## src/hdl/msd_pkg.sv

```systemverilog
// ----------------------------------------------------------------------------
// msd_pkg - shared definitions for the media stream deframer
// Header layout constants, phase encoding and the result beat type.
// ----------------------------------------------------------------------------
package msd_pkg;

  // Header layout
  localparam logic [7:0] MAGIC_BYTE  = 8'hAA;
  localparam int         HDR_BYTES   = 16;
  localparam int         HDR_IDX_W   = $clog2(HDR_BYTES);
  localparam logic [HDR_IDX_W-1:0] HDR_LAST = HDR_IDX_W'(HDR_BYTES - 1);

  // Fixed byte positions inside a header
  localparam int PTYPE_POS  = 5;
  localparam int LEN_POS0   = 10;  // most significant length byte
  localparam int LEN_POS1   = 11;
  localparam int LEN_POS2   = 12;
  localparam int LEN_POS3   = 13;  // least significant length byte
  localparam int MTYPE_POS  = 14;

  // Header field codes
  localparam logic [7:0] PTYPE_MEDIA = 8'd1;
  localparam logic [7:0] MTYPE_AUDIO = 8'd0;
  localparam logic [7:0] MTYPE_MAX   = 8'd2;

  // Default width of the payload length counter
  localparam int LENGTH_BITS_DEF = 31;

  // Deframer phase
  typedef enum logic [1:0] {
    PH_SCAN    = 2'd0,
    PH_HEADER  = 2'd1,
    PH_FIRST   = 2'd2,
    PH_PAYLOAD = 2'd3
  } phase_e;

  // One outgoing transaction
  typedef struct packed {
    logic [7:0] data;
    logic       to_audio;
    logic       packet_start;
    logic       last_of_run;
  } msd_beat_t;

endpackage

```

## src/hdl/media_stream_deframer.sv

```systemverilog
// ----------------------------------------------------------------------------
// media_stream_deframer - strips 16-byte media headers from a byte stream
// Routes payload to audio or video, passes other bytes through and replays
// headers that are not media headers.
// ----------------------------------------------------------------------------
// Usage:
//   Input channel  : in_valid_i / in_stall_o, one stream byte per transaction.
//   Output channel : out_valid_o / out_stall_i, one routed byte per transaction
//                    with to_audio_o, packet_start_o and last_of_run_o.
//   A byte that produces a result is registered in the output register, or in
//   the skid entry if the receiver stalls. Header bytes produce nothing until
//   the header ends. Throughput: one byte per cycle while neither a replay nor
//   a full skid entry stalls the input, set by the single decode stage between
//   the input handshake and the output register. A rejected header is replayed
//   from the 16-entry header store, one byte per cycle while the skid entry is
//   free, through its single read port; the input stalls until the replay ends.
//   A receiver stall fills the one-entry skid stage first; the input stalls
//   only once the skid entry is occupied, so one more byte is always taken.
//   Reset: scanning for magic, route video, no transactions pending.
//   The header store has no reset; it is fully written before it is read.
// ----------------------------------------------------------------------------
module media_stream_deframer #(
  parameter int LENGTH_BITS = msd_pkg::LENGTH_BITS_DEF
) (
  input  logic       clk_i,
  input  logic       rst_ni,
  // input stream
  input  logic       in_valid_i,
  output logic       in_stall_o,
  input  logic [7:0] in_byte_i,
  // output stream
  output logic       out_valid_o,
  input  logic       out_stall_i,
  output logic [7:0] out_byte_o,
  output logic       to_audio_o,
  output logic       packet_start_o,
  output logic       last_of_run_o
);

  localparam logic [LENGTH_BITS-1:0] LenOne = LENGTH_BITS'(1);
  localparam logic [LENGTH_BITS-1:0] LenCap = {LENGTH_BITS{1'b1}};

  // Control state
  msd_pkg::phase_e                   phase_q, phase_d;
  logic [msd_pkg::HDR_IDX_W-1:0]     hcnt_q, hcnt_d;
  logic [msd_pkg::HDR_IDX_W-1:0]     rcnt_q, rcnt_d;
  logic [LENGTH_BITS-1:0]            rem_q, rem_d;
  logic                              audio_q, audio_d;
  logic                              replay_q, replay_d;

  // Header store
  logic [7:0]                        hdr_q [msd_pkg::HDR_BYTES];
  logic                              hdr_we;
  logic [msd_pkg::HDR_IDX_W-1:0]     hdr_wa;

  // Output register and skid entry
  msd_pkg::msd_beat_t                out_q, skid_q, src;
  logic                              out_valid_q, skid_valid_q;
  logic                              src_valid;
  logic                              out_ready;
  logic                              in_accept;

  // Header decode
  logic [31:0]                       hdr_len;
  logic [LENGTH_BITS-1:0]            len_sat;
  logic                              hdr_media;

  assign in_stall_o = replay_q | skid_valid_q;
  assign in_accept  = in_valid_i & ~in_stall_o;
  assign out_ready  = ~out_valid_q | ~out_stall_i;

  assign hdr_len = {hdr_q[msd_pkg::LEN_POS0], hdr_q[msd_pkg::LEN_POS1],
                    hdr_q[msd_pkg::LEN_POS2], hdr_q[msd_pkg::LEN_POS3]};
  // saturate oversized lengths to the counter range
  assign len_sat = (|hdr_len[31:LENGTH_BITS]) ? LenCap : hdr_len[LENGTH_BITS-1:0];
  assign hdr_media = (hdr_q[msd_pkg::PTYPE_POS] == msd_pkg::PTYPE_MEDIA) &&
                     (hdr_q[msd_pkg::MTYPE_POS] <= msd_pkg::MTYPE_MAX);

  // Decode: next state and the transaction to produce this cycle
  always_comb begin
    phase_d          = phase_q;
    hcnt_d           = hcnt_q;
    rcnt_d           = rcnt_q;
    rem_d            = rem_q;
    audio_d          = audio_q;
    replay_d         = replay_q;
    hdr_we           = 1'b0;
    hdr_wa           = hcnt_q;
    src_valid        = 1'b0;
    src.data         = in_byte_i;
    src.to_audio     = audio_q;
    src.packet_start = 1'b0;
    src.last_of_run  = 1'b1;

    if (replay_q) begin
      // replay a rejected header, one byte per free slot
      if (!skid_valid_q) begin
        src_valid       = 1'b1;
        src.data        = hdr_q[rcnt_q];
        src.last_of_run = (rcnt_q == msd_pkg::HDR_LAST);
        rcnt_d          = rcnt_q + 1'b1;
        if (rcnt_q == msd_pkg::HDR_LAST) begin
          replay_d = 1'b0;
        end
      end
    end else if (in_accept) begin
      case (phase_q)
        msd_pkg::PH_HEADER: begin
          hdr_we = 1'b1;
          if (hcnt_q == msd_pkg::HDR_LAST) begin
            hcnt_d = '0;
            if (hdr_media) begin
              audio_d = (hdr_q[msd_pkg::MTYPE_POS] == msd_pkg::MTYPE_AUDIO);
              rem_d   = len_sat;
              phase_d = (len_sat != '0) ? msd_pkg::PH_FIRST : msd_pkg::PH_SCAN;
            end else begin
              replay_d = 1'b1;
              rcnt_d   = '0;
              phase_d  = msd_pkg::PH_SCAN;
            end
          end else begin
            hcnt_d = hcnt_q + 1'b1;
          end
        end
        msd_pkg::PH_FIRST, msd_pkg::PH_PAYLOAD: begin
          src_valid        = 1'b1;
          src.packet_start = (phase_q == msd_pkg::PH_FIRST);
          if (rem_q != '0) begin
            rem_d = rem_q - LenOne;
          end
          phase_d = (rem_q <= LenOne) ? msd_pkg::PH_SCAN : msd_pkg::PH_PAYLOAD;
        end
        default: begin
          if (in_byte_i == msd_pkg::MAGIC_BYTE) begin
            hdr_we  = 1'b1;
            hdr_wa  = '0;
            hcnt_d  = msd_pkg::HDR_IDX_W'(1);
            phase_d = msd_pkg::PH_HEADER;
          end else begin
            src_valid = 1'b1;
          end
        end
      endcase
    end
  end

  // Control registers
  always_ff @(posedge clk_i or negedge rst_ni) begin
    if (!rst_ni) begin
      phase_q  <= msd_pkg::PH_SCAN;
      hcnt_q   <= '0;
      rcnt_q   <= '0;
      rem_q    <= '0;
      audio_q  <= 1'b0;
      replay_q <= 1'b0;
    end else begin
      phase_q  <= phase_d;
      hcnt_q   <= hcnt_d;
      rcnt_q   <= rcnt_d;
      rem_q    <= rem_d;
      audio_q  <= audio_d;
      replay_q <= replay_d;
    end
  end

  // Header store write
  always_ff @(posedge clk_i) begin
    if (hdr_we) begin
      hdr_q[hdr_wa] <= in_byte_i;
    end
  end

  // Output and skid valid flags
  always_ff @(posedge clk_i or negedge rst_ni) begin
    if (!rst_ni) begin
      out_valid_q  <= 1'b0;
      skid_valid_q <= 1'b0;
    end else if (skid_valid_q) begin
      if (out_ready) begin
        out_valid_q  <= 1'b1;
        skid_valid_q <= 1'b0;
      end
    end else if (src_valid) begin
      if (out_ready) begin
        out_valid_q <= 1'b1;
      end else begin
        skid_valid_q <= 1'b1;
      end
    end else if (out_ready) begin
      out_valid_q <= 1'b0;
    end
  end

  // Output and skid payload
  always_ff @(posedge clk_i) begin
    if (skid_valid_q) begin
      if (out_ready) begin
        out_q <= skid_q;
      end
    end else if (src_valid) begin
      if (out_ready) begin
        out_q <= src;
      end else begin
        skid_q <= src;
      end
    end
  end

  assign out_valid_o    = out_valid_q;
  assign out_byte_o     = out_q.data;
  assign to_audio_o     = out_q.to_audio;
  assign packet_start_o = out_q.packet_start;
  assign last_of_run_o  = out_q.last_of_run;

endmodule

```

## config.mk

```make
export PLATFORM = sky130hd
export DESIGN_NAME = media_stream_deframer
export DESIGN_NICKNAME = d
export VERILOG_FILES = /design/src/hdl/msd_pkg.sv /design/src/hdl/media_stream_deframer.sv
export SDC_FILE = /design/constraint.sdc
export NUM_CORES = 1
export LEC_CHECK = 0
export ABC_AREA = 1
export BUFFER_PORTS_ARGS = -buffer_cell sky130_fd_sc_hd__buf_4
export CORE_ASPECT_RATIO = 0.7
export CORE_UTILIZATION = 45
export CTS_CLUSTER_SIZE = 16
export DETAILED_ROUTE_END_ITERATION = 6
export PLACE_DENSITY = 0.62
export SLEW_MARGIN = 10
export SYNTH_ARGS = -nofsm -noshare
export SYNTH_HDL_FRONTEND = slang
export SYNTH_SLANG_ARGS = --single-unit
```

## constraint.sdc

```tcl
create_clock -name clk_i -period 6.25 [get_ports clk_i]
set_clock_uncertainty 0.1 [all_clocks]
set_input_delay 0 -clock clk_i [delete_from_list [all_inputs] [get_ports clk_i]]
set_output_delay 0 -clock clk_i [all_outputs]
set_load 0.02 [all_outputs]
```

==> run_results.csv, run 1 <==
group,metric,value,unit
run_status,status,"finished, final reports clean",
synthesis,ys_async_sr_fraction,0.231,
clock_tree,clock_sinks,195,
clock_tree,tritoncts,"done",
global_routing,grt_max_degree,67,
floorplanning,die_width,176,microns
place,placedCellCount,1345,
critical_path,critPathKind,"reg -> reg",
clock_tree,cts-root-buf,"clkbuf_16",
floorplanning,core,20800,sq um
timing,slew_headroom,0.202,
synthesis,syn_inst,1081,
synthesis,synth_mux_area_frac,0,
critical_path,cp_max_fo,31,
floorplanning,die_y,124,microns
timing,finalCritPeriodShare,0.494,
power,ir_drop,0.304,mV
synthesis,synth_compound_area_frac,0.0505,
synthesis,yosys.area_share.simple,0.303,
floorplanning,initial_core_util,0.461,
floorplanning,die_area,21900,sq um
drt,ant_nets,0,
timing,tns,0,ns
clock_tree,numCtsBuffers,17,
drt,drt_iter0_drc,1121,
global_routing,first_global_vias,6768,
place,dpl_cell_area,9940,sq um
timing,finalMaxSlewViolations,0,
synthesis,synth_flop_cell,"edfxtp_1",
final_layout,final_cell_count_no_fill,1389,
synthesis,avgSynthCellArea,8.87,sq um
synthesis,netlist.area_leader.share,0.470,
synthesis,synthTopCellsByCount,"nand2_1 (347), edfxtp_1 (150), nand3_1 (148), nor2_1 (127), inv_1 (60)",
synthesis,synth_edf_count,150,
final_layout,final_nets,1116,
global_routing,grt_util_all_layers,0.249,
synthesis,yosys.area_share.adder,0.00522,
global_routing,grt_pass1_wl,39.9,mm
synthesis,synth-xor-area-share,0.00548,
synthesis,synthMostInstantiatedCell,"nand2_1",
timing,layout_setup_ws,3.16,ns
synthesis,syn_area,9590,sq um
synthesis,ys_seq_area_frac,0.587,
worst_hold_path,hold_path.class,"in -> async",
clock_tree,clock_latency,0.44,ns
timing,rsz0062_at_grt,"false",
place,io_buffer_count,24,
drt,vias,7676,
synthesis,ys_seq_elements,195,
clock_tree,clk_pin_slew,0.08,ns
clock_tree,cts_max_level,4,
critical_path,cp.required,6.21,ns
clock_tree,cts_resized,0,
floorplanning,rows,44,
synthesis,synthTopCellsByArea,"edfxtp_1 (47%), nand2_1 (14%), dfrtp_1 (12%)",
synthesis,synth_top_cell_by_area,"edfxtp_1",
synthesis,syn-num-nets,1097,
critical_path,startpoint_type,"flip-flop",
drt,dr.pass1.iters,6,
drt,wl_per_cell,18.9,microns
synthesis,synth.distinct_cells,39,
place,place_hpwl,17.8,mm
timing,worstMarginPinSlew,1.20,ns
critical_path,arrival,3.05,ns
place,dp_slack,3.25,ns
timing,timing.fmax,0.324,GHz
global_routing,overflow,0,
power,power,0.00463,W
global_routing,antenna_found_initial,0,
floorplanning,ios,25,
critical_path,endpoint_kind,"flip-flop",
drt,drc,0,
power,leakage,4.24,nW
synthesis,ys_warn_count,0,
synthesis,synth_top_family_by_area,"simple AND/OR/NAND/NOR gates",
timing,min_period,3.09,ns
drt,vias_per_cell,5.53,
place,gp_congestion,0.875,
run,max_cap_violations,0,
timing,setup_viol,0,
power,power_density,435,nW/um^2
final_layout,drive_gt1_frac,0.0881,
final_layout,syn2layout_area_growth,11.2,%
final_layout,postLayoutCellArea,10700,sq um
timing,hold_violations,0,
final_layout,num_antenna_cells,0,
drt,wl,26.2,mm
clock_tree,clockBufferDepth,2,
## final timing paths
path | from | to | slack [ns] | depth (start not counted)
hold / removal | rst_ni | rem_q[22] | 0.005 | 2
setup reg to reg | phase_q[1] | hdr_q[1][6] | 3.16 | 10
min in group clk_i | audio_q | skid_q[2] | 0.36 | 0
hold reg to reg | audio_q | skid_q[2] | 0.36 | 0
max in group asynchronous | rst_ni | rcnt_q[0] | 5.56 | 2
setup / recovery | phase_q[1] | hdr_q[1][6] | 3.16 | 10
## state kept, by name, summed over array words and instances, names as in the netlist
name            cells
last_of_run_o       1
replay_q            1
rem_q              31
phase_q             2
hcnt_q              4
out_valid_o         1
rcnt_q              4
hdr_q             128
to_audio_o          1
skid_q             11
skid_valid_q        1
out_byte_o          8
packet_start_o      1
audio_q             1
## layout by cell type, fill, tap and decap left out, types with 3 or more instances in the layout
cell,instances
dfrtp_1,44
or2_2,5
nor2_2,8
a22oi_1,3
and2_1,10
inv_8,3
inv_1,59
nor2_4,5
a21oi_2,3
clkinv_4,3
a21oi_1,15
nor2_1,127
edfxtp_1,150
clkbuf_16,17
nand2_1,347
o21ai_0,33
nand4_1,11
xor2_1,4
nand3_1,148
nand2_2,5
buf_4,27
clkinv_8,3
dlygate4sd3_1,12
nor3_1,6
clkinv_1,4
o211ai_1,3
inv_2,8
o21ai_1,22
ha_1,4
## timing repair
action / in CTS / in global routing
hold endpoints to repair: 181 / 0
setup buffers: 0 / 0
hold buffers: 12 / 0
## worst max-delay path, cell delays in order, from the launching register on
cell	delay, ns
dfrtp_1	0.36
buf_4	0.24
inv_2	0.38
nand2_1	0.17
inv_2	0.08
nand2_1	0.05
nor2_1	0.30
nor2_1	0.12
nor2_1	0.12
nand2_1	0.12
nor2_1	0.64
## metrics by stage
step / utilization / hold slack, ns
global route: 0.512 / 0.0647
detailed placement: 0.478 / -0.0320
floorplan: - / -0.396
global placement: 0.478 / -0.0364
CTS: 0.512 / 0.0437
finish: 0.512 / 0.00514
## cell type report
| class | count | area [sq um] |
|---|---|---|
| Timing Repair Buffer | 39 | 323 |
| Clock buffer | 17 | 425 |
| Tap cell | 276 | 345 |
| Fill cell | 1926 | 10100 |
| Sequential cell | 195 | 5630 |
| Clock inverter | 15 | 175 |
| Multi-Input combinational cell | 776 | 3490 |
| Inverter | 71 | 268 |
## power breakdown
group	switching [W]	internal, W	total [W]
combinational	0.00116	0.000506	0.00166
sequential	0.000212	0.00165	0.00186
clock	0.000543	0.000571	0.00111
## routing by layer
| metal | share of wire | global-route usage | vias to the layer above |
|---|---|---|---|
| met2 | 0.39 | 0.324 | 330 |
| met5 | 0 | 0 | - |
| met4 | 0.0097 | 0.0620 | 0 |
| met3 | 0.096 | 0.0611 | 28 |
| li1 | - | - | 3647 |
| met1 | 0.50 | 0.402 | 3671 |
## cells by family after synthesis
| kind of cell | Yosys count |
|---|---|
| DFF | 195 |
| AOI/OAI and AO/OA | 88 |
| and+or+nand+nor | 678 |
| adders and majority gates | 4 |
| buffers and inverters | 110 |
| xor gates and xnor gates | 6 |
Power figures use the tool's default switching activity.
==> run 2: changes to the inputs <==
clock period = 2.9 ns   (was 6.25 ns; I/O delays follow)
==> run 2 against run 1 <==
Compared with the run above:
- power up 120%
- combinational power up 130%
- utilization up 1.1 points
- clock-buffer cell count unchanged
- largest power group unchanged
==> run_results.csv, run 2 (synthesized netlist as in run 1, its figures left out) <==
group,metric,value,unit
timing,worstMarginPinSlew,1.03,ns
final_layout,biggestRegsByFlops,"hdr_q (128), rem_q (31), skid_q (11)",
floorplanning,die_width,176,microns
final_layout,layout.cells.most_common,"nand2_1",
run_status,status,"finished, final reports clean",
critical_path,cp-startpoint,"in_byte_i[2]",
clock_tree,clock_latency,0.44,ns
power,p_seq_frac,0.387,
timing,slew_headroom,0.313,
place,gp_congestion,0.909,
timing,setup_viol,0,
final_layout,largest_reg_flops,128,
critical_path,startpoint_type,"input pin",
power,p_comb_frac,0.369,
power,swShare,0.411,
power,internal_power,0.00598,W
critical_path,timing.rr.start,"phase_q[0]",
timing,layout_setup_ws,0.479,ns
floorplanning,die_area,21900,sq um
timing,whs,0.0124,ns
global_routing,grt_busiest_layer,"met1",
global_routing,use_met1,0.411,
clock_tree,clockBufferDepth,2,
critical_path,arrival,2.38,ns
timing,min_period,2.42,ns
clock_tree,cts_max_level,4,
final_layout,num_antenna_cells,0,
power,switching_power,0.00418,W
drt,wl,26.5,mm
global_routing,overflow,0,
drt,drt_iter0_drc,944,
timing,hold_violations,0,
worst_hold_path,hold_path.class,"in -> async",
run,max_cap_violations,0,
place,placedCellCount,1373,
global_routing,grt_util_all_layers,0.256,
global_routing,first_global_vias,6961,
power,leakage,4.39,nW
clock_tree,clk_pin_slew,0.08,ns
final_layout,fillers,1938,
place,place_hpwl,18.2,mm
critical_path,cp_max_fo,17,
timing,finalCritPeriodShare,0.835,
timing,timing.fmax,0.413,GHz
global_routing,antenna_found_initial,0,
drt,vias,7701,
final_layout,regMostFlops,"hdr_q",
global_routing,grt_use_met3,0.0650,
critical_path,cp.required,2.86,ns
critical_path,r2r_cells,9,
timing,tns,0,ns
floorplanning,ios,25,
place,io_buffer_count,24,
clock_tree,cts-hold-fix-buffers,10,
place,dp_slack,0.533,ns
final_layout,drive_gt1_frac,0.112,
global_routing,use_met2,0.342,
drt,ant_nets,0,
global_routing,grt_pass1_wl,41.4,mm
clock_tree,cts_resized,0,
timing,rsz0062_at_grt,"false",
clock_tree,tritoncts,"done",
floorplanning,die_y,124,microns
drt,vias_per_cell,5.44,
clock_tree,clock_sinks,195,
power,power_density,933,nW/um^2
global_routing,grt_max_degree,67,
final_layout,syn2layout_area_growth,13.6,%
final_layout,final_nets,1142,
timing,finalMaxSlewViolations,0,
clock_tree,cts-root-buf,"clkbuf_16",
critical_path,endpoint_kind,"flip-flop",
drt,drc,0,
floorplanning,rows,44,
final_layout,layout_common_cells,"nand2_1 (347), edfxtp_1 (150), nand3_1 (148)",
power,ir_drop,0.454,mV
drt,dr.pass1.iters,7,
floorplanning,initial_core_util,0.461,
clock_tree,numCtsBuffers,17,
drt,wl_per_cell,18.7,microns
final_layout,final_cell_count_no_fill,1415,
power,clock_power_share,0.244,
clock_tree,cts_setup_buffers,0,
floorplanning,core,20800,sq um
critical_path,critPathKind,"in -> reg",
[run 2: layer usage]
layer	up-vias	share of wire
met5	-	0
li1	3702	-
met4	0	0.0060
met1	3653	0.49
met2	334	0.40
met3	12	0.10
[run 2: stage by stage]
step / instance area [sq um] / power [W] / utilization
6_report: 10900 / 0.0102 / 0.523
5_1_grt: 10900 / 0.0108 / 0.523
4_1_cts: 10900 / 0.0101 / 0.523
3_5_place_dp: 10200 / 0.00763 / 0.488
3_3_place_gp: 10200 / 0.00761 / 0.488
2_1_floorplan: 9590 / 0.00643 / -
[run 2: power by group through the flow]
stage	sequential, W	clock, W	combinational (W)
2_1_floorplan	0.00397	0	0.00247
3_3_place_gp	0.00397	0	0.00363
3_5_place_dp	0.00398	0	0.00366
4_1_cts	0.00392	0.00251	0.00369
5_1_grt	0.00400	0.00262	0.00418
6_report	0.00393	0.00248	0.00375
[run 2: cell type report]
class	count	area [sq um]	share of cell area
Clock buffer	17	425	0.0391
Clock inverter	15	203	0.0186
Inverter	71	268	0.0246
Multi-Input combinational cell	776	3490	0.321
Sequential cell	195	5630	0.517
Tap cell	276	345	0.0317
Timing Repair Buffer	65	526	0.0482
[run 2: path summary, 6_finish.rpt]
| path | slack, ns | to |
|---|---|---|
| setup / recovery | 0.48 | hdr_q[3][4] |
| hold / removal | 0.01 | rem_q[16] |
| setup reg to reg | 0.50 | hdr_q[3][4] |
| hold reg to reg | 0.37 | skid_q[2] |
| max in group asynchronous | 2.20 | rcnt_q[0] |
| min in group clk_i | 0.02 | hdr_q[7][7] |
[run 2: critical path: stages]
cell           delay [ns]
dlygate4sd3_1        0.55
buf_4                0.23
inv_1                0.14
nand4_1              0.11
nor2_1               0.12
nand2_1              0.05
nor2_1               0.26
nor2_1               0.12
nor2_1               0.11
nand2_1              0.12
nor2_1               0.59
==> run 3: changes to the inputs <==
PLACE_DENSITY = 0.64   (was 0.62)
clock period = 2 ns   (was 2.9 ns; I/O delays follow)
==> run 3 against run 2 <==
Compared with the run above:
- the run now ends with negative hold slack left
- clock-buffer cell count stayed put
- first-iteration DRC count up 9.7%
- largest cell class unchanged
- final cell count increased by 4.5%
- clock power grew 45%
- sequential power grew 43%
- sequential share of layout area down 3.2 points
- global-route usage rose by 0.13 points
==> run_results.csv, run 3 (synthesized netlist as in run 1, its figures left out) <==
group,metric,value,unit
run_status,status,"complete, but fails checks",
run_status,violations,"negative hold slack",
floorplanning,initial_core_util,0.461,
clock_tree,clk_pin_slew,0.08,ns
drt,wl,27.4,mm
worst_hold_path,hold_path.class,"in -> async",
critical_path,crit_chain,"dlygate4sd3_1 -> buf_4 -> inv_1 -> nand4_1 -> nor2_1 -> nand2_1 -> nor2_1 -> buf_4 -> nor2_4 -> nor2_2 -> nand2_2 -> nor2_1 -> buf_4",
run,max_cap_violations,0,
final_layout,final_cell_count_no_fill,1479,
final_layout,syn2layout_area_growth,21.2,%
drt,drc,0,
critical_path,critPathKind,"in -> reg",
drt,vias_per_cell,5.38,
critical_path,crit_slowest_cell,"dlygate4sd3_1",
critical_path,cp_max_fo,8,
place,place_hpwl,19.2,mm
clock_tree,clock_latency,0.45,ns
final_layout,layout_common_cells,"nand2_1 (341), edfxtp_1 (150), nand3_1 (142)",
floorplanning,core,20800,sq um
timing,finalCritPeriodShare,0.966,
timing,tns,0,ns
critical_path,crit_buf_inv,5,
floorplanning,die_width,176,microns
global_routing,first_global_vias,7126,
final_layout,final_nets,1206,
drt,wl_per_cell,18.6,microns
final_layout,drive_gt1_frac,0.188,
clock_tree,numCtsBuffers,17,
power,ir_drop,0.661,mV
timing,slew_headroom,0.572,
global_routing,grt_pass1_wl,41.2,mm
final_layout,biggestRegsByFlops,"hdr_q (128), rem_q (31), skid_q (11)",
floorplanning,die_area,21900,sq um
place,gp_congestion,0.931,
place,placedCellCount,1427,
timing,worstMarginPinSlew,0.641,ns
clock_tree,cts-root-buf,"clkbuf_16",
critical_path,ff2ff_setup_slack,0.08,ns
clock_tree,clockBufferDepth,2,
critical_path,cp.required,2.05,ns
clock_tree,tritoncts,"done",
drt,dr.pass1.iters,6,
critical_path,endpoint_kind,"flip-flop",
timing,timing.fmax,0.518,GHz
global_routing,grt_max_degree,46,
critical_path,timing.rr.start,"phase_q[1]",
final_layout,num_antenna_cells,0,
timing,setup_viol,0,
power,power_density,1340,nW/um^2
critical_path,startpoint_type,"input pin",
place,io_buffer_count,24,
critical_path,arrival,1.98,ns
final_layout,layout.cells.most_common,"nand2_1",
final_layout,regMostFlops,"hdr_q",
critical_path,path_delay_family,"buffers and inverters",
critical_path,r2r_end,"hdr_q[3][4]",
timing,hold_violations,4,
critical_path,slowest_delay,0.53,ns
clock_tree,cts_max_level,4,
critical_path,r2r_cells,11,
global_routing,antenna_found_initial,0,
power,leakage,4.74,nW
floorplanning,die_y,124,microns
drt,vias,7950,
timing,whs,-0.00126,ns
clock_tree,clock_sinks,195,
timing,min_period,1.93,ns
final_layout,largest_reg_flops,128,
global_routing,overflow,0,
global_routing,grt_util_all_layers,0.257,
floorplanning,rows,44,
timing,finalMaxSlewViolations,0,
drt,drt_iter0_drc,1036,
timing,rsz0062_at_grt,"true",
drt,ant_nets,0,
floorplanning,ios,25,
==> run 3: cell count changes in the layout (fill, tap and decap cells not counted), moves of 3 or more <==
cell / delta
buf_6: +6
inv_8: -3
buf_12: +4
inv_12: +3
nor2_1: -19
nand3_2: +6
nand2_2: +5
buf_4: +49
nand3_1: -6
nor2_2: +14
nor2_4: +7
a21oi_1: -3
nand2_1: -6
==> run 3: repair_timing <==
action                     in CTS  in global routing
setup endpoints to repair      48                162
pin swaps                       2                  5
hold buffers                   12                  0
cloned                          1                  1
resized for setup               8                 48
hold endpoints to repair      169                  0
buffers inserted                0                  6
==> run 3: how the worst max path moves through the flow <==
stage | start | to | cells after the start
floorplan | phase_q[1] | hdr_q[2][0] | 9
global placement | phase_q[1] | rem_q[25] | 10
detailed placement | phase_q[1] | rem_q[25] | 10
CTS | rem_q[20] | rem_q[7] | 11
global route | rem_q[1] | rem_q[29] | 12
finish | in_byte_i[6] | hdr_q[3][4] | 13
==> run 3: final cells by class <==
cell class	instances	area, sq um
fillers	1850	9190
flip-flops and latches	195	5630
multi-input cells	778	3670
repair buffers	127	1080
clock buffers	17	425
well taps	276	345
inverters	71	268
clock inverters	15	199
==> run 3: per-stage QoR <==
step	util	instance area [sq um]	setup WS, ns	power, W
floorplan	-	9590	-0.0293	0.00933
global placement	0.510	10600	-0.122	0.0115
detailed placement	0.510	10600	-0.163	0.0116
CTS	0.548	11400	-0.000328	0.0152
global route	0.558	11600	-0.0401	0.0165
finish	0.558	11600	0.0687	0.0156
==> run 3: report_power, final <==
group	internal [W]	switching [W]	leakage, nW
clock	0.00183	0.00177	0.298
sequential	0.00514	0.000478	1.91
combinational	0.00226	0.00408	2.53
==> run 3: routing by layer <==
layer  track usage  routed length (microns)  vias to the layer above
met5        0.0417                      122                        -
met4        0.0539                      231                        2
met3        0.0763                     3010                       24
met2         0.335                    10900                      366
met1         0.404                    13200                     3727
li1              -                        -                     3831
==> run 3: worst register-to-register path, delay by kind of cell (launching register included) <==
family | cells | cell delay, ns
AND/OR/NAND/NOR | 7 | 0.58
buffers and inverters | 4 | 0.52
flip-flops | 1 | 0.43
